**src/sv/clf_pkg.sv**
```systemverilog
// Shared types and constants for the command line framer.
`timescale 1ns / 1ps

package clf_pkg;

  localparam int LINE_BYTES_DEFAULT = 256;
  localparam int QUEUE_DEPTH        = 2;

  localparam logic [7:0] CHAR_LF    = 8'd10;
  localparam logic [7:0] CHAR_CR    = 8'd13;
  localparam logic [7:0] PRINT_LOW  = 8'd32;
  localparam logic [7:0] PRINT_HIGH = 8'd126;

  localparam logic [1:0] KIND_ACCEPTED = 2'd0;
  localparam logic [1:0] KIND_PREFIX   = 2'd1;
  localparam logic [1:0] KIND_BYTE     = 2'd2;

  localparam logic [1:0] VERB_OTHER = 2'd0;
  localparam logic [1:0] VERB_STOP  = 2'd1;
  localparam logic [1:0] VERB_START = 2'd2;

  // Byte class decided at the front
  typedef enum logic [1:0] {
    CLS_NEWLINE = 2'd0,
    CLS_PRINT   = 2'd1,
    CLS_BAD     = 2'd2
  } byte_class_t;

  typedef struct packed {
    byte_class_t cls;
    logic [7:0]  data;
  } q_entry_t;

endpackage

```
**src/sv/command_line_framer.sv**
```systemverilog
// Top level of the command line framer.
`timescale 1ns / 1ps

// Frames received serial bytes into newline-terminated command lines.
// Input channel: in_valid / in_stall with in_rx_byte, one byte per transaction.
// Output channel: out_valid / out_stall with the report fields; at most one
// report per byte. Carriage returns are dropped at the front end.
// A byte is classified at the front and held in a two-entry register queue;
// the back end updates the line state and loads the report register.
// A byte is written into a queue register and then loaded into the report
// register before its report is offered.
// Throughput: one byte per cycle while the receiver does not stall a report.
// When the receiver stalls, the held report stays put, the back end stops
// taking bytes from the queue, and once the queue holds two bytes in_stall
// rises until the report is taken.
// Reset (rst_n low, synchronous) empties the queue, drops any pending report
// and clears the line state; bytes are accepted once rst_n is high again.
module command_line_framer #(
  parameter int LINE_BYTES = clf_pkg::LINE_BYTES_DEFAULT
) (
  input  logic        clk,
  input  logic        rst_n,
  input  logic        in_valid,
  output logic        in_stall,
  input  logic [7:0]  in_rx_byte,
  output logic        out_valid,
  input  logic        out_stall,
  output logic [1:0]  out_report_kind,
  output logic [1:0]  out_verb_class,
  output logic [31:0] out_request_id,
  output logic [7:0]  out_line_length
);
  import clf_pkg::*;

  logic     push;
  q_entry_t push_entry;
  logic     q_full;
  logic     q_valid;
  logic     q_pop;
  q_entry_t q_entry;

  clf_front u_front (
    .in_valid   (in_valid),
    .in_stall   (in_stall),
    .in_rx_byte (in_rx_byte),
    .q_full     (q_full),
    .push       (push),
    .push_entry (push_entry)
  );

  clf_queue u_queue (
    .clk        (clk),
    .rst_n      (rst_n),
    .push       (push),
    .push_entry (push_entry),
    .full       (q_full),
    .pop_valid  (q_valid),
    .pop        (q_pop),
    .pop_entry  (q_entry)
  );

  clf_back #(
    .LINE_BYTES (LINE_BYTES)
  ) u_back (
    .clk             (clk),
    .rst_n           (rst_n),
    .q_valid         (q_valid),
    .q_entry         (q_entry),
    .q_pop           (q_pop),
    .out_valid       (out_valid),
    .out_stall       (out_stall),
    .out_report_kind (out_report_kind),
    .out_verb_class  (out_verb_class),
    .out_request_id  (out_request_id),
    .out_line_length (out_line_length)
  );

endmodule

```
**src/sv/clf_front.sv**
```systemverilog
// Front end: classifies received bytes and pushes them into the queue.
`timescale 1ns / 1ps

module clf_front (
  input  logic              in_valid,
  output logic              in_stall,
  input  logic [7:0]        in_rx_byte,
  input  logic              q_full,
  output logic              push,
  output clf_pkg::q_entry_t push_entry
);
  import clf_pkg::*;

  assign in_stall = q_full;

  // Carriage returns are dropped here and never reach the back end
  assign push = in_valid && !q_full && (in_rx_byte != CHAR_CR);

  always_comb begin
    push_entry.data = in_rx_byte;
    if (in_rx_byte == CHAR_LF) begin
      push_entry.cls = CLS_NEWLINE;
    end else if (in_rx_byte < PRINT_LOW || in_rx_byte > PRINT_HIGH) begin
      push_entry.cls = CLS_BAD;
    end else begin
      push_entry.cls = CLS_PRINT;
    end
  end

endmodule

```
**src/sv/clf_queue.sv**
```systemverilog
// Short register queue between the front and back ends.
`timescale 1ns / 1ps

module clf_queue (
  input  logic              clk,
  input  logic              rst_n,
  input  logic              push,
  input  clf_pkg::q_entry_t push_entry,
  output logic              full,
  output logic              pop_valid,
  input  logic              pop,
  output clf_pkg::q_entry_t pop_entry
);
  import clf_pkg::*;

  localparam int PW = (QUEUE_DEPTH > 1) ? $clog2(QUEUE_DEPTH) : 1;
  localparam int CW = $clog2(QUEUE_DEPTH + 1);

  q_entry_t        slot_r [QUEUE_DEPTH];
  logic [PW-1:0]   wr_ptr_r, wr_ptr_nxt;
  logic [PW-1:0]   rd_ptr_r, rd_ptr_nxt;
  logic [CW-1:0]   count_r, count_nxt;

  assign full      = (count_r == CW'(QUEUE_DEPTH));
  assign pop_valid = (count_r != '0);
  assign pop_entry = slot_r[rd_ptr_r];

  function automatic logic [PW-1:0] bump(logic [PW-1:0] p);
    if (p == PW'(QUEUE_DEPTH - 1)) begin
      return '0;
    end
    return p + 1'b1;
  endfunction

  always_comb begin
    wr_ptr_nxt = push ? bump(wr_ptr_r) : wr_ptr_r;
    rd_ptr_nxt = pop  ? bump(rd_ptr_r) : rd_ptr_r;
    count_nxt  = count_r + CW'(push) - CW'(pop);
  end

  always_ff @(posedge clk) begin
    if (!rst_n) begin
      wr_ptr_r <= '0;
      rd_ptr_r <= '0;
      count_r  <= '0;
    end else begin
      wr_ptr_r <= wr_ptr_nxt;
      rd_ptr_r <= rd_ptr_nxt;
      count_r  <= count_nxt;
    end
  end

  always_ff @(posedge clk) begin
    if (push) begin
      slot_r[wr_ptr_r] <= push_entry;
    end
  end

endmodule

```
**src/sv/clf_back.sv**
```systemverilog
// Back end: line state, prefix check, verb match and the report register.
`timescale 1ns / 1ps

module clf_back #(
  parameter int LINE_BYTES = clf_pkg::LINE_BYTES_DEFAULT
) (
  input  logic              clk,
  input  logic              rst_n,
  input  logic              q_valid,
  input  clf_pkg::q_entry_t q_entry,
  output logic              q_pop,
  output logic              out_valid,
  input  logic              out_stall,
  output logic [1:0]        out_report_kind,
  output logic [1:0]        out_verb_class,
  output logic [31:0]       out_request_id,
  output logic [7:0]        out_line_length
);
  import clf_pkg::*;

  localparam int          CW           = $clog2(LINE_BYTES);
  localparam logic [2:0]  MATCH_FAILED = 3'd7;
  localparam int          TAG_END      = 5;
  localparam int          ID_END       = 13;
  localparam int          MIN_LINE     = 15;
  localparam int          VERB_POS     = 14;

  logic            discarding_r, discarding_nxt;
  logic [CW-1:0]   count_r, count_nxt;
  logic            prefix_good_r, prefix_good_nxt;
  logic [31:0]     id_r, id_nxt;
  logic [2:0]      stop_r, stop_nxt;
  logic [2:0]      start_r, start_nxt;

  logic            out_valid_r, out_valid_nxt;
  logic [1:0]      kind_r, kind_nxt;
  logic [1:0]      verb_r, verb_nxt;
  logic [31:0]     rid_r, rid_nxt;
  logic [7:0]      len_r, len_nxt;

  logic            line_full;
  logic [CW+7:0]   count_wide;
  logic [CW-1:0]   verb_k;
  logic [4:0]      hex;
  logic [7:0]      c;

  function automatic logic [7:0] tag_char(logic [2:0] i);
    unique case (i)
      3'd0:    return 8'h41;
      3'd1:    return 8'h30;
      3'd2:    return 8'h34;
      3'd3:    return 8'h42;
      default: return 8'h20;
    endcase
  endfunction

  function automatic logic [7:0] verb_char(logic is_start, logic [2:0] i);
    if (is_start) begin
      unique case (i)
        3'd0:    return "S";
        3'd1:    return "T";
        3'd2:    return "A";
        3'd3:    return "R";
        default: return "T";
      endcase
    end
    unique case (i)
      3'd0:    return "S";
      3'd1:    return "T";
      3'd2:    return "O";
      default: return "P";
    endcase
  endfunction

  // {ok, value}
  function automatic logic [4:0] hex_digit(logic [7:0] ch);
    if (ch >= "0" && ch <= "9") return {1'b1, 4'(ch - "0")};
    if (ch >= "a" && ch <= "f") return {1'b1, 4'(ch - "a" + 8'd10)};
    if (ch >= "A" && ch <= "F") return {1'b1, 4'(ch - "A" + 8'd10)};
    return 5'd0;
  endfunction

  function automatic logic [2:0] advance(logic [2:0] m, logic [CW-1:0] k,
                                         logic [7:0] ch, logic is_start);
    logic [CW-1:0] len;
    len = is_start ? CW'(5) : CW'(4);
    if ({{(CW-3){1'b0}}, m} == k && k < len && ch == verb_char(is_start, k[2:0])) begin
      return k[2:0] + 3'd1;
    end
    return MATCH_FAILED;
  endfunction

  assign q_pop      = q_valid && (!out_valid_r || !out_stall);
  assign c          = q_entry.data;
  assign line_full  = (count_r >= CW'(LINE_BYTES - 1));
  assign count_wide = {8'd0, count_r};
  assign verb_k     = count_r - CW'(VERB_POS);
  assign hex        = hex_digit(c);

  always_comb begin
    discarding_nxt  = discarding_r;
    count_nxt       = count_r;
    prefix_good_nxt = prefix_good_r;
    id_nxt          = id_r;
    stop_nxt        = stop_r;
    start_nxt       = start_r;

    out_valid_nxt = out_valid_r && out_stall;
    kind_nxt      = kind_r;
    verb_nxt      = verb_r;
    rid_nxt       = rid_r;
    len_nxt       = len_r;

    if (q_pop) begin
      if (q_entry.cls == CLS_NEWLINE) begin
        if (!discarding_r) begin
          out_valid_nxt = 1'b1;
          len_nxt       = count_wide[7:0];
          if (prefix_good_r && count_r >= CW'(MIN_LINE)) begin
            kind_nxt = KIND_ACCEPTED;
            rid_nxt  = id_r;
            priority if (stop_r == 3'd4) begin
              verb_nxt = VERB_STOP;
            end else if (start_r == 3'd5) begin
              verb_nxt = VERB_START;
            end else begin
              verb_nxt = VERB_OTHER;
            end
          end else begin
            kind_nxt = KIND_PREFIX;
            verb_nxt = VERB_OTHER;
            rid_nxt  = '0;
          end
        end
        discarding_nxt  = 1'b0;
        count_nxt       = '0;
        prefix_good_nxt = 1'b1;
        id_nxt          = '0;
        stop_nxt        = '0;
        start_nxt       = '0;
      end else if (q_entry.cls == CLS_BAD || line_full) begin
        // reject the byte and drop the rest of the line
        discarding_nxt = 1'b1;
        out_valid_nxt  = 1'b1;
        kind_nxt       = KIND_BYTE;
        verb_nxt       = VERB_OTHER;
        rid_nxt        = '0;
        len_nxt        = '0;
      end else if (!discarding_r) begin
        priority if (count_r < CW'(TAG_END)) begin
          if (c != tag_char(count_r[2:0])) prefix_good_nxt = 1'b0;
        end else if (count_r < CW'(ID_END)) begin
          if (!hex[4]) begin
            prefix_good_nxt = 1'b0;
          end else begin
            id_nxt = {id_r[27:0], hex[3:0]};
          end
        end else if (count_r == CW'(ID_END)) begin
          if (c != 8'h20) prefix_good_nxt = 1'b0;
        end else begin
          stop_nxt  = advance(stop_r, verb_k, c, 1'b0);
          start_nxt = advance(start_r, verb_k, c, 1'b1);
        end
        count_nxt = count_r + 1'b1;
      end
    end
  end

  always_ff @(posedge clk) begin
    if (!rst_n) begin
      discarding_r  <= 1'b0;
      count_r       <= '0;
      prefix_good_r <= 1'b1;
      id_r          <= '0;
      stop_r        <= '0;
      start_r       <= '0;
      out_valid_r   <= 1'b0;
    end else begin
      discarding_r  <= discarding_nxt;
      count_r       <= count_nxt;
      prefix_good_r <= prefix_good_nxt;
      id_r          <= id_nxt;
      stop_r        <= stop_nxt;
      start_r       <= start_nxt;
      out_valid_r   <= out_valid_nxt;
    end
  end

  always_ff @(posedge clk) begin
    kind_r <= kind_nxt;
    verb_r <= verb_nxt;
    rid_r  <= rid_nxt;
    len_r  <= len_nxt;
  end

  assign out_valid       = out_valid_r;
  assign out_report_kind = kind_r;
  assign out_verb_class  = verb_r;
  assign out_request_id  = rid_r;
  assign out_line_length = len_r;

  a_bad_reports: assert property (@(posedge clk) disable iff (!rst_n)
    q_pop && q_entry.cls == CLS_BAD |=> out_valid_r && kind_r == KIND_BYTE)
    else $error("bad byte did not give a byte report");

  a_newline_clears: assert property (@(posedge clk) disable iff (!rst_n)
    q_pop && q_entry.cls == CLS_NEWLINE |=> count_r == '0 && !discarding_r)
    else $error("line state not cleared after newline");

  a_verb_only_accepted: assert property (@(posedge clk) disable iff (!rst_n)
    out_valid_r && verb_r != VERB_OTHER |-> kind_r == KIND_ACCEPTED)
    else $error("verb class on a rejected report");

  a_no_pop_when_held: assert property (@(posedge clk) disable iff (!rst_n)
    out_valid_r && out_stall |-> !q_pop)
    else $error("queue popped while report held");

endmodule

```
**config.mk**
```make
export PLATFORM = sky130hd
export DESIGN_NAME = command_line_framer
export DESIGN_NICKNAME = d
export VERILOG_FILES = /design/src/sv/clf_pkg.sv /design/src/sv/command_line_framer.sv /design/src/sv/clf_front.sv /design/src/sv/clf_queue.sv /design/src/sv/clf_back.sv
export SDC_FILE = /design/constraint.sdc
export NUM_CORES = 1
export LEC_CHECK = 0
export ABC_AREA = 0
export BUFFER_PORTS_ARGS = -buffer_cell sky130_fd_sc_hd__clkbuf_2
export CORE_ASPECT_RATIO = 1.5
export CORE_UTILIZATION = 34
export DETAILED_ROUTE_END_ITERATION = 16
export PLACE_DENSITY = 0.63
export SYNTH_ARGS = -nofsm -noshare
export SYNTH_HDL_FRONTEND = slang
export SYNTH_HIERARCHICAL = 1
export SYNTH_SLANG_ARGS = --single-unit
```
**constraint.sdc**
```tcl
create_clock -name clk -period 3.4 [get_ports clk]
set_input_delay 0.34 -clock clk [delete_from_list [all_inputs] [get_ports clk]]
set_output_delay 0.34 -clock clk [all_outputs]
set_load 0.005 [all_outputs]
```
### After elaboration in Yosys (flattened, before gate mapping)

Memory sizes are Yosys's and may differ from the RTL's. A register that Yosys moved wholly into a read port is not among the register bits.
Index checks and enable logic that the tools add are counted.
W data, S select, Z words.

* $add $sub $neg: 12
* magnitude comparators: 14
* multiplexer cells: 127
* reduce and logical (&&, ||, !) cells: 33
* equality and inequality tests: 27

Operator list (count)
* $mux W32: 10
* $mux W8: 25
* $mux W1: 55
* $mux W3: 16
* $mux W5: 7
* $pmux W5 S3: 2
* $pmux W7 S4: 1
* $lt A8 B3 Y1 const B: 3
* $mux W2: 11
* $eq A3 B8 Y1: 2
* $eq A8 B4 Y1 const B: 2
* $eq A8 B8 Y1: 2
* $ge A8 B7 Y1 const B: 2
* $le A8 B7 Y1 const B: 2
* $eq A3 B2 Y1 const B: 4
* $logic_and A1 B1 Y1: 12
* $reduce_and A6 Y1: 2
* $sub A4 B1 Y4 const B: 3
* $add A4 B4 Y4 const B: 2
* $add A8 B1 Y8 const B: 1
* $ge A8 B4 Y1 const B: 1
* $ge A8 B6 Y1 const B: 1
* $ge A8 B8 Y1 const B: 1
* $gt A8 B7 Y1 const B: 1
* other kinds (27): 45

* bits in writable memories: 20
* memories: 1
* register bits: 97
* bits of input ports: 12
* output and inout bits: 46
* logic and storage cells: 228

Memory list
* u_queue.slot_r: words 2, width 10, rd ports 1, clocked after memory_dff 1, write ports 1, RTL line clf_queue.sv:19 `q_entry_t slot_r [QUEUE_DEPTH];`

### Longest topological paths before layout

Gate-level depths: netlist of the first run.

* depth after elaboration: 33
* depth in mapped cells: 12
* depth with buffers taken out: 9

### Cells and area by module

The synthesis of the first run kept the hierarchy.

Modules (own cells, without submodules)
* clf_back: area an instance 4413.0 um^2, times used 1, cells each 438, seq. area each 2302.2 um^2
* clf_queue: area an instance 945.9 um^2, times used 1, cells each 52, seq. area each 700.7 um^2
* clf_front: area an instance 141.4 um^2, times used 1, cells each 20, seq. area each 0.0 um^2

### Worst setup path before layout of the first run

No wires, ideal clock.

* path kind: reg-to-reg
* start: reg u_back.count_r[1]
* end: reg u_back.len_r[0] (netlist: u_back/out_line_length[0]) (enable)
* buffers on the path: 0
* library setup time: 0.462 ns
* required time: 2.938 ns
* clock period less this slack: 3.749 ns
* path slack: -0.349 ns
* arrival: 3.287 ns
* cell stages (with the launch flop): 6
* path through: dfxtp_1 -> ha_1 -> nand3_1 -> o21ai_2 -> nand2_1 -> a21oi_1

* longest elaborated chain between the ends: 4

Ends and longest elaborated chain
* start: declaration: RTL line clf_back.sv:29 `logic [CW-1:0] count_r, count_nxt;`
* start signal: assignment: RTL line clf_back.sv:180 `count_r <= count_nxt;`
* $ge A8 B8 Y1: RTL line clf_back.sv:95 `assign line_full = (count_r >= CW'(LINE_BYTES - 1));`
* $logic_or A1 B1 Y1: RTL line clf_back.sv:141 `end else if (q_entry.cls == CLS_BAD || line_full) begin`
* $reduce_bool A2 Y1 (no source line)
* $reduce_and A3 Y1 (no source line)
* end signal: assignment: RTL line clf_back.sv:193 `len_r <= len_nxt;`
* end: declaration: RTL line clf_back.sv:39 `logic [7:0] len_r, len_nxt;`

No other way between the ends.
A chain may end at the register's enable or synchronous reset.

==> impl_metrics.py, run 1 <==
metrics = {
    "die": {
        "initial_core_util_pct": 35.0,
        "ioPinCount": 58,
        "die-area_sq_mm": 0.0167,
        "die_h_microns": 158,
        "die_x_microns": 106,
        "core_area_sq_mm": 0.0157,
        "rows": 56,
    },
    "place": {
        "dp_hpwl_microns": 7870,
        "gp_congestion": 0.852,
        "io_buffer_count": 57,
        "dp.cells": 736,
    },
    "layout": {
        "antenna_cells": 0,
        "final_layout_size_suffix_gt1_share_pct": 20.4,
        "nets": 577,
        "stdcell_count": 768,
        "syn_to_final_growth_pct": 18.0,
        "seqCellArea_sq_mm": 0.00300,
        "multi_input_area_sq_mm": 0.00220,
        "fillCellCount": 1533,
    },
    "clock_network": {
        "cts_setup_buffers": 0,
        "postCtsHoldBufs": 0,
        "clock_sinks": 118,
        "clock_path_buffers": 2,
        "htreeDepth": 4,
        "insertion_delay_ns": 0.42,
        "cts_tree": "yes",
        "root_buffer": "clkbuf_16",
        "postCtsResizedCells": 0,
        "clkTransAtPathRegs_ns": 0.06,
        "numCtsBuffers": 17,
    },
    "synth": {
        "synth_area_sq_mm": 0.00550,
        "mappedNetlistNets": 535,
        "synthArstFlopShare_pct": 0,
        "syn_inst": 510,
        "synth_edf_count": 64,
        "synthTopCellsByCount": "64 x edfxtp_1, 54 x dfxtp_1, 44 x nand2_1, 36 x and3_1, 25 x or3_1",
        "ys_ff_latch": 118,
        "synth.most_common_cell": "edfxtp_1",
        "ys.flop_type": "edfxtp_1",
        "seq_area_frac_synth_pct": 54.6,
        "synth_cell_types": 58,
        "synth_top_area_share_pct": 34.9,
        "avgSynthCellArea_sq_um": 10.8,
        "yosys-top-cells-area": "edfxtp_1 35%, dfxtp_1 20%, and3_1 4.1%",
        "synth_top_cell_by_area": "edfxtp_1",
        "yosys_warnings": 6,
    },
    "global_routing": {
        "antenna_found_initial": 0,
        "grt_pass1_wl_microns": 18400,
        "first_global_vias": 3855,
        "grtUsageTotal_pct": 14.3,
        "grt_max_degree": 48,
        "grt-ovfl-total": 0,
    },
    "routing": {
        "routed_via_density": 5.01,
        "drc": 0,
        "wl_microns": 11200,
        "drt_iter0_markers": 132,
        "dr.pass1.iters": 4,
        "vias": 3851,
        "postRouteAntennaNets": 0,
        "routedWlPerCell_microns": 14.6,
    },
    "timing": {
        "finalSetupViolCount": 0,
        "fin_skew_ns": 0.0127,
        "finalCritPeriodShare_pct": 88.3,
        "final-hold-violation-count": 0,
        "slew_headroom_pct": 40.5,
        "rsz0062_at_grt": "false",
        "clock.fmax_ghz": 0.333,
        "post-route-min-period_ns": 3.00,
        "fin_setup_tns_ns": 0,
        "drv_slew": 0,
        "worst_slew_pin_slew_ns": 0.890,
    },
    "critical_path": {
        "worstSetupEndpointType": "flip-flop",
        "required_ns": 3.69,
        "slowest_delay_ns": 0.58,
        "arrival_ns": 3.29,
        "critPathBufInv": 2,
        "startpoint_type": "flip-flop",
        "path_class": "flip-flop to flip-flop",
        "crit_family": "compound AO/OA/AOI/OAI gates",
        "cp_max_fo": 18,
        "slowest_stage": "dfxtp_1",
        "path_cells": "mux2_1, inv_1, ha_1, o21ba_2, o21ai_2, a211oi_4, o21a_1, buf_4, o21ai_0",
    },
    "pwr": {
        "leakage_uw": 0.00250,
        "vdd_drop_max_mv": 0.331,
        "power_density_mw_per_mm2": 739,
    },
    "run_status": {
        "status": "finished clean",
    },
    "worst_hold_path": {
        "hp-class": "input port to flip-flop",
    },
    "job": {
        "maxCapViolCount": 0,
    },
}
[report_power, final]
group	leakage (uW)	switching (uW)	total [uW]	internal, uW
Combinational	0.00117	726	1160	436
Sequential	0.00104	95.7	1870	1770
Clock	0.000284	674	1770	1100
Total	0.00250	1500	4800	3300
[routing by layer]
metal  track usage, %  up-vias  wire length [microns]
met5                0        -                      0
met2             24.6      100                   5620
met4             11.8        0                    617
met3             3.29       38                    396
li1                 -     1926                      -
met1             14.9     1787                   4600
[stage by stage]
stage / hold slack [ns] / total power [uW] / util [%] / setup slack [ns] / area, sq um
after floorplan: 0.431 / 2690 / - / 0.651 / 5500
after global placement: 0.448 / 3030 / 37.6 / 0.531 / 5900
after detailed placement: 0.456 / 3060 / 37.6 / 0.417 / 5900
after CTS: 0.133 / 4840 / 41.4 / 0.387 / 6490
after global routing: 0.153 / 5040 / 41.4 / 0.176 / 6490
final: 0.144 / 4800 / 41.4 / 0.399 / 6490
[cells in the final DEF, fill, tap and decap left out, types with 3 or more instances in the layout]
cell type	netlist	layout
a22oi_1	3	3
nand4_1	8	8
clkbuf_16	0	17
edfxtp_1	64	64
clkinv_4	0	4
inv_6	0	5
o31a_1	3	3
dfxtp_1	54	54
a31oi_1	3	3
o21ai_0	6	6
nor2_1	22	21
nand2b_1	7	7
o21ai_2	5	5
o21ai_1	24	24
xnor2_1	10	10
nand3_1	15	15
a22o_1	6	6
ha_1	13	13
inv_1	20	20
clkbuf_2	0	57
nor3_1	7	7
nor2b_1	11	11
mux2_1	10	10
nor4_1	7	7
and3_1	36	36
or3_1	25	25
nand2_1	44	44
o31ai_1	4	4
o2111ai_1	4	4
buf_4	9	8
and2_1	8	8
xor2_1	8	8
a21oi_1	13	11
[cells by family (layout without fill, tap and decap cells)]
family	count (synthesis)	in the layout	synth area share, %
AO/OA/AOI/OAI	87	87	11.2
AND/OR/NAND/NOR	199	199	19.9
multiplexers	11	11	2.25
flip-flops	118	118	54.6
XOR/XNOR	19	19	3.28
buffers and inverters	63	118	5.80
adder cells (fa/ha/maj)	13	13	2.96
[registers in the layout, summed over array words and instances (netlist names), 2 cells and up, named ones only]
name                    flops
u_back/start_r              3
u_back/out_request_id      32
u_back/id_r                32
u_back/count_r              8
u_back/out_line_length      8
u_queue/count_r             2
u_back/stop_r               3
u_back/out_verb_class       2
u_back/out_report_kind      2
u_queue/slot_r             20
[cell type report]
type / count / area share (%)
flip-flops and latches: 118 / 46.3
multi-input cells: 329 / 33.9
clock buffers: 18 / 6.61
repair buffers: 66 / 5.63
well taps: 203 / 3.91
clock inverters: 14 / 2.54
inverters: 20 / 1.16
[worst paths after layout]
check,startpoint,to,slack [ns],cells past startpoint
min reg2reg,u_back/id_r[30]$_SDFFE_PN0P_,u_back/id_r[30]$_SDFFE_PN0P_,0.46,2
max reg2reg,flip-flop,u_back/id_r[29]$_SDFFE_PN0P_,0.40,9
min,in_rx_byte[2],u_queue/slot_r[1][2]$_DFFE_PP_,0.14,1
max,flip-flop,u_back/id_r[29]$_SDFFE_PN0P_,0.40,9
No activity file was read; power rests on OpenSTA's default activity.
==> inputs of run 2 (changes only) <==
- SLEW_MARGIN: not set -> 25
- SYNTH_HIERARCHICAL: 1 -> not set
==> run 2 against run 1 <==
Effect of this change:
- highest routed layer unchanged
- global-route usage hardly changed
- flip-flop and latch count is the same
- maximum frequency shrank 2.3%
- routed wire length is 2.2% lower
- synthesized cell count decreased by 11%
- setup slack worse by 0.070 ns
- critical endpoint is now u_back.id_r[14]$_SDFFE_PN0P_
- die area fell by 3.1%
- area after synthesis down 3.1%
- final cell count fell by 5.9%
- clock power is 12% higher
- cell area down 0.69%
- count of clock-buffer cells in the layout increased by 4
==> impl_metrics.py, run 2 <==
metrics = {
    "timing": {
        "slew_headroom_pct": 45.2,
        "finalSetupViolCount": 0,
        "post-route-min-period_ns": 3.07,
        "rsz0062_at_grt": "false",
        "finalCritPeriodShare_pct": 90.3,
        "drv_slew": 0,
        "final-hold-violation-count": 0,
        "fin_setup_tns_ns": 0,
        "worst_slew_pin_slew_ns": 0.819,
        "fin_skew_ns": 0.00586,
        "clock.fmax_ghz": 0.326,
    },
    "die": {
        "rows": 55,
        "die-area_sq_mm": 0.0162,
        "die_h_microns": 155,
        "initial_core_util_pct": 35.0,
        "ioPinCount": 58,
        "die_x_microns": 104,
        "core_area_sq_mm": 0.0152,
    },
    "routing": {
        "vias": 3688,
        "dr.pass1.iters": 5,
        "postRouteAntennaNets": 0,
        "wl_microns": 11000,
        "routedWlPerCell_microns": 15.2,
        "routed_via_density": 5.10,
        "drt_iter0_markers": 230,
        "drc": 0,
    },
    "synth": {
        "synthArstFlopShare_pct": 0,
        "synthTopCellsByCount": "64 x edfxtp_1, 54 x dfxtp_1, 36 x and3_1, 36 x nor2_1, 35 x a22o_1",
        "syn_inst": 453,
        "synth_edf_count": 64,
        "yosys-top-cells-area": "edfxtp_1 36%, dfxtp_1 20%, a22o_1 5.8%",
        "synth_top_cell_by_area": "edfxtp_1",
        "mappedNetlistNets": 480,
        "avgSynthCellArea_sq_um": 11.8,
        "yosys_warnings": 0,
        "synth_top_area_share_pct": 36.1,
        "ys.flop_type": "edfxtp_1",
        "seq_area_frac_synth_pct": 56.4,
        "synth_cell_types": 61,
        "synth.most_common_cell": "edfxtp_1",
        "ys_ff_latch": 118,
        "synth_area_sq_mm": 0.00533,
    },
    "critical_path": {
        "required_ns": 3.70,
        "path_class": "flip-flop to flip-flop",
        "crit_family": "compound AO/OA/AOI/OAI gates",
        "arrival_ns": 3.37,
        "slowest_delay_ns": 0.63,
        "slowest_stage": "dfxtp_1",
        "r2r_slack_ns": 0.33,
        "critPathBufInv": 0,
        "r2r_end": "u_back.id_r[14]$_SDFFE_PN0P_",
        "path_cells": "mux2i_1, ha_1, nand2_1, a2111oi_4, o21ai_2, o311a_4, a22o_1",
        "worstSetupEndpointType": "flip-flop",
        "startpoint_type": "flip-flop",
        "cp_max_fo": 31,
        "reg2reg_depth": 7,
    },
    "layout": {
        "final_common_cell": "edfxtp_1",
        "final_layout_size_suffix_gt1_share_pct": 21.4,
        "syn_to_final_growth_pct": 21.0,
        "stdcell_count": 723,
        "utilization_pct": 42.4,
        "nets": 538,
        "antenna_cells": 0,
        "mostFrequentLayoutCells": "64 x edfxtp_1, 57 x clkbuf_2, 54 x dfxtp_1",
    },
    "clock_network": {
        "cts_setup_buffers": 0,
        "root_buffer": "clkbuf_16",
        "cts_tree": "yes",
        "htreeDepth": 4,
        "postCtsResizedCells": 0,
        "clock_path_buffers": 2,
        "insertion_delay_ns": 0.42,
        "clock_sinks": 118,
        "numCtsBuffers": 17,
        "postCtsHoldBufs": 0,
        "clkTransAtPathRegs_ns": 0.05,
    },
    "pwr": {
        "leakage_uw": 0.00251,
        "vdd_drop_max_mv": 0.356,
        "total_power_uw": 5020,
        "power_density_mw_per_mm2": 779,
    },
    "global_routing": {
        "antenna_found_initial": 0,
        "grtUsageTotal_pct": 14.3,
        "grt-ovfl-total": 0,
        "grt_max_degree": 49,
        "first_global_vias": 3633,
        "grt_pass1_wl_microns": 17900,
    },
    "job": {
        "maxCapViolCount": 0,
    },
    "worst_hold_path": {
        "hp-class": "input port to flip-flop",
        "min_to": "u_queue.slot_r[1][7]$_DFFE_PP_",
        "hold_depth": 1,
        "hp-start": "in_rx_byte[7]",
    },
    "place": {
        "dp_hpwl_microns": 7880,
        "dp.cells": 691,
        "io_buffer_count": 57,
        "gp_congestion": 0.898,
    },
    "run_status": {
        "status": "finished clean",
    },
}
run 2: cell types whose count changed after synthesis, sizes merged, moves of 5 or more:
| cell | delta |
|---|---|
| or3 | -25 |
| nand3 | -6 |
| buf | -15 |
| mux2i | +9 |
| xor2 | -5 |
| nand2 | -20 |
| o21ai | -22 |
| a22o | +29 |
| mux2 | -6 |
| nand2b | -5 |
| nor2 | +14 |
run 2: metal layers:
layer	vias up	GRT usage [%]	routed length, microns
li1	1809	-	-
met4	0	9.46	321
met1	1751	15.2	4590
met5	-	0	0
met2	99	25.2	5650
met3	29	3.52	415
run 2: worst max-delay path by stage:
stage / depth (start not counted) / to / from / slack [ns]
after floorplan: 6 / u_back.out_line_length[0]$_SDFFCE_PN0P_ / flip-flop / 0.56
after global placement: 7 / u_back.id_r[31]$_SDFFE_PN0P_ / flip-flop / 0.30
after detailed placement: 7 / u_back.id_r[24]$_SDFFE_PN0P_ / flip-flop / 0.10
after CTS: 7 / u_back.id_r[14]$_SDFFE_PN0P_ / flip-flop / 0.09
after global routing: 7 / u_back.id_r[19]$_SDFFE_PN0P_ / flip-flop / 0.11
final: 7 / u_back.id_r[14]$_SDFFE_PN0P_ / flip-flop / 0.33
run 2: cell type report:
type | instances | area (sq um)
well taps | 199 | 249
repair buffers | 63 | 330
clock buffers | 22 | 497
multi-input cells | 295 | 2140
fillers | 1430 | 8760
clock inverters | 10 | 164
inverters | 16 | 60.1
flip-flops and latches | 118 | 3000
run 2: where the power goes:
| group | internal [uW] | switching, uW | total [uW] |
|---|---|---|---|
| clock | 1340 | 649 | 1990 |
| sequential | 1770 | 110 | 1880 |
| combinational | 440 | 716 | 1160 |
run 2: metrics by stage:
stage	hold WS (ns)	instance area (sq um)	worst slack, ns
final	0.150	6450	0.329
after global routing	0.145	6450	0.115
after CTS	0.140	6440	0.0943
after detailed placement	0.456	5780	0.100
after global placement	0.454	5780	0.296
after floorplan	0.439	5330	0.556
run 2: logic make-up after synthesis:
logic type	after synthesis	share of synthesized area, %
flops	118	56.4
simple gates	156	15.8
buf+inv	40	3.80
fa+ha+maj	15	3.52
compound gates	94	15.1
mux	14	2.82
xor+xnor	16	2.63
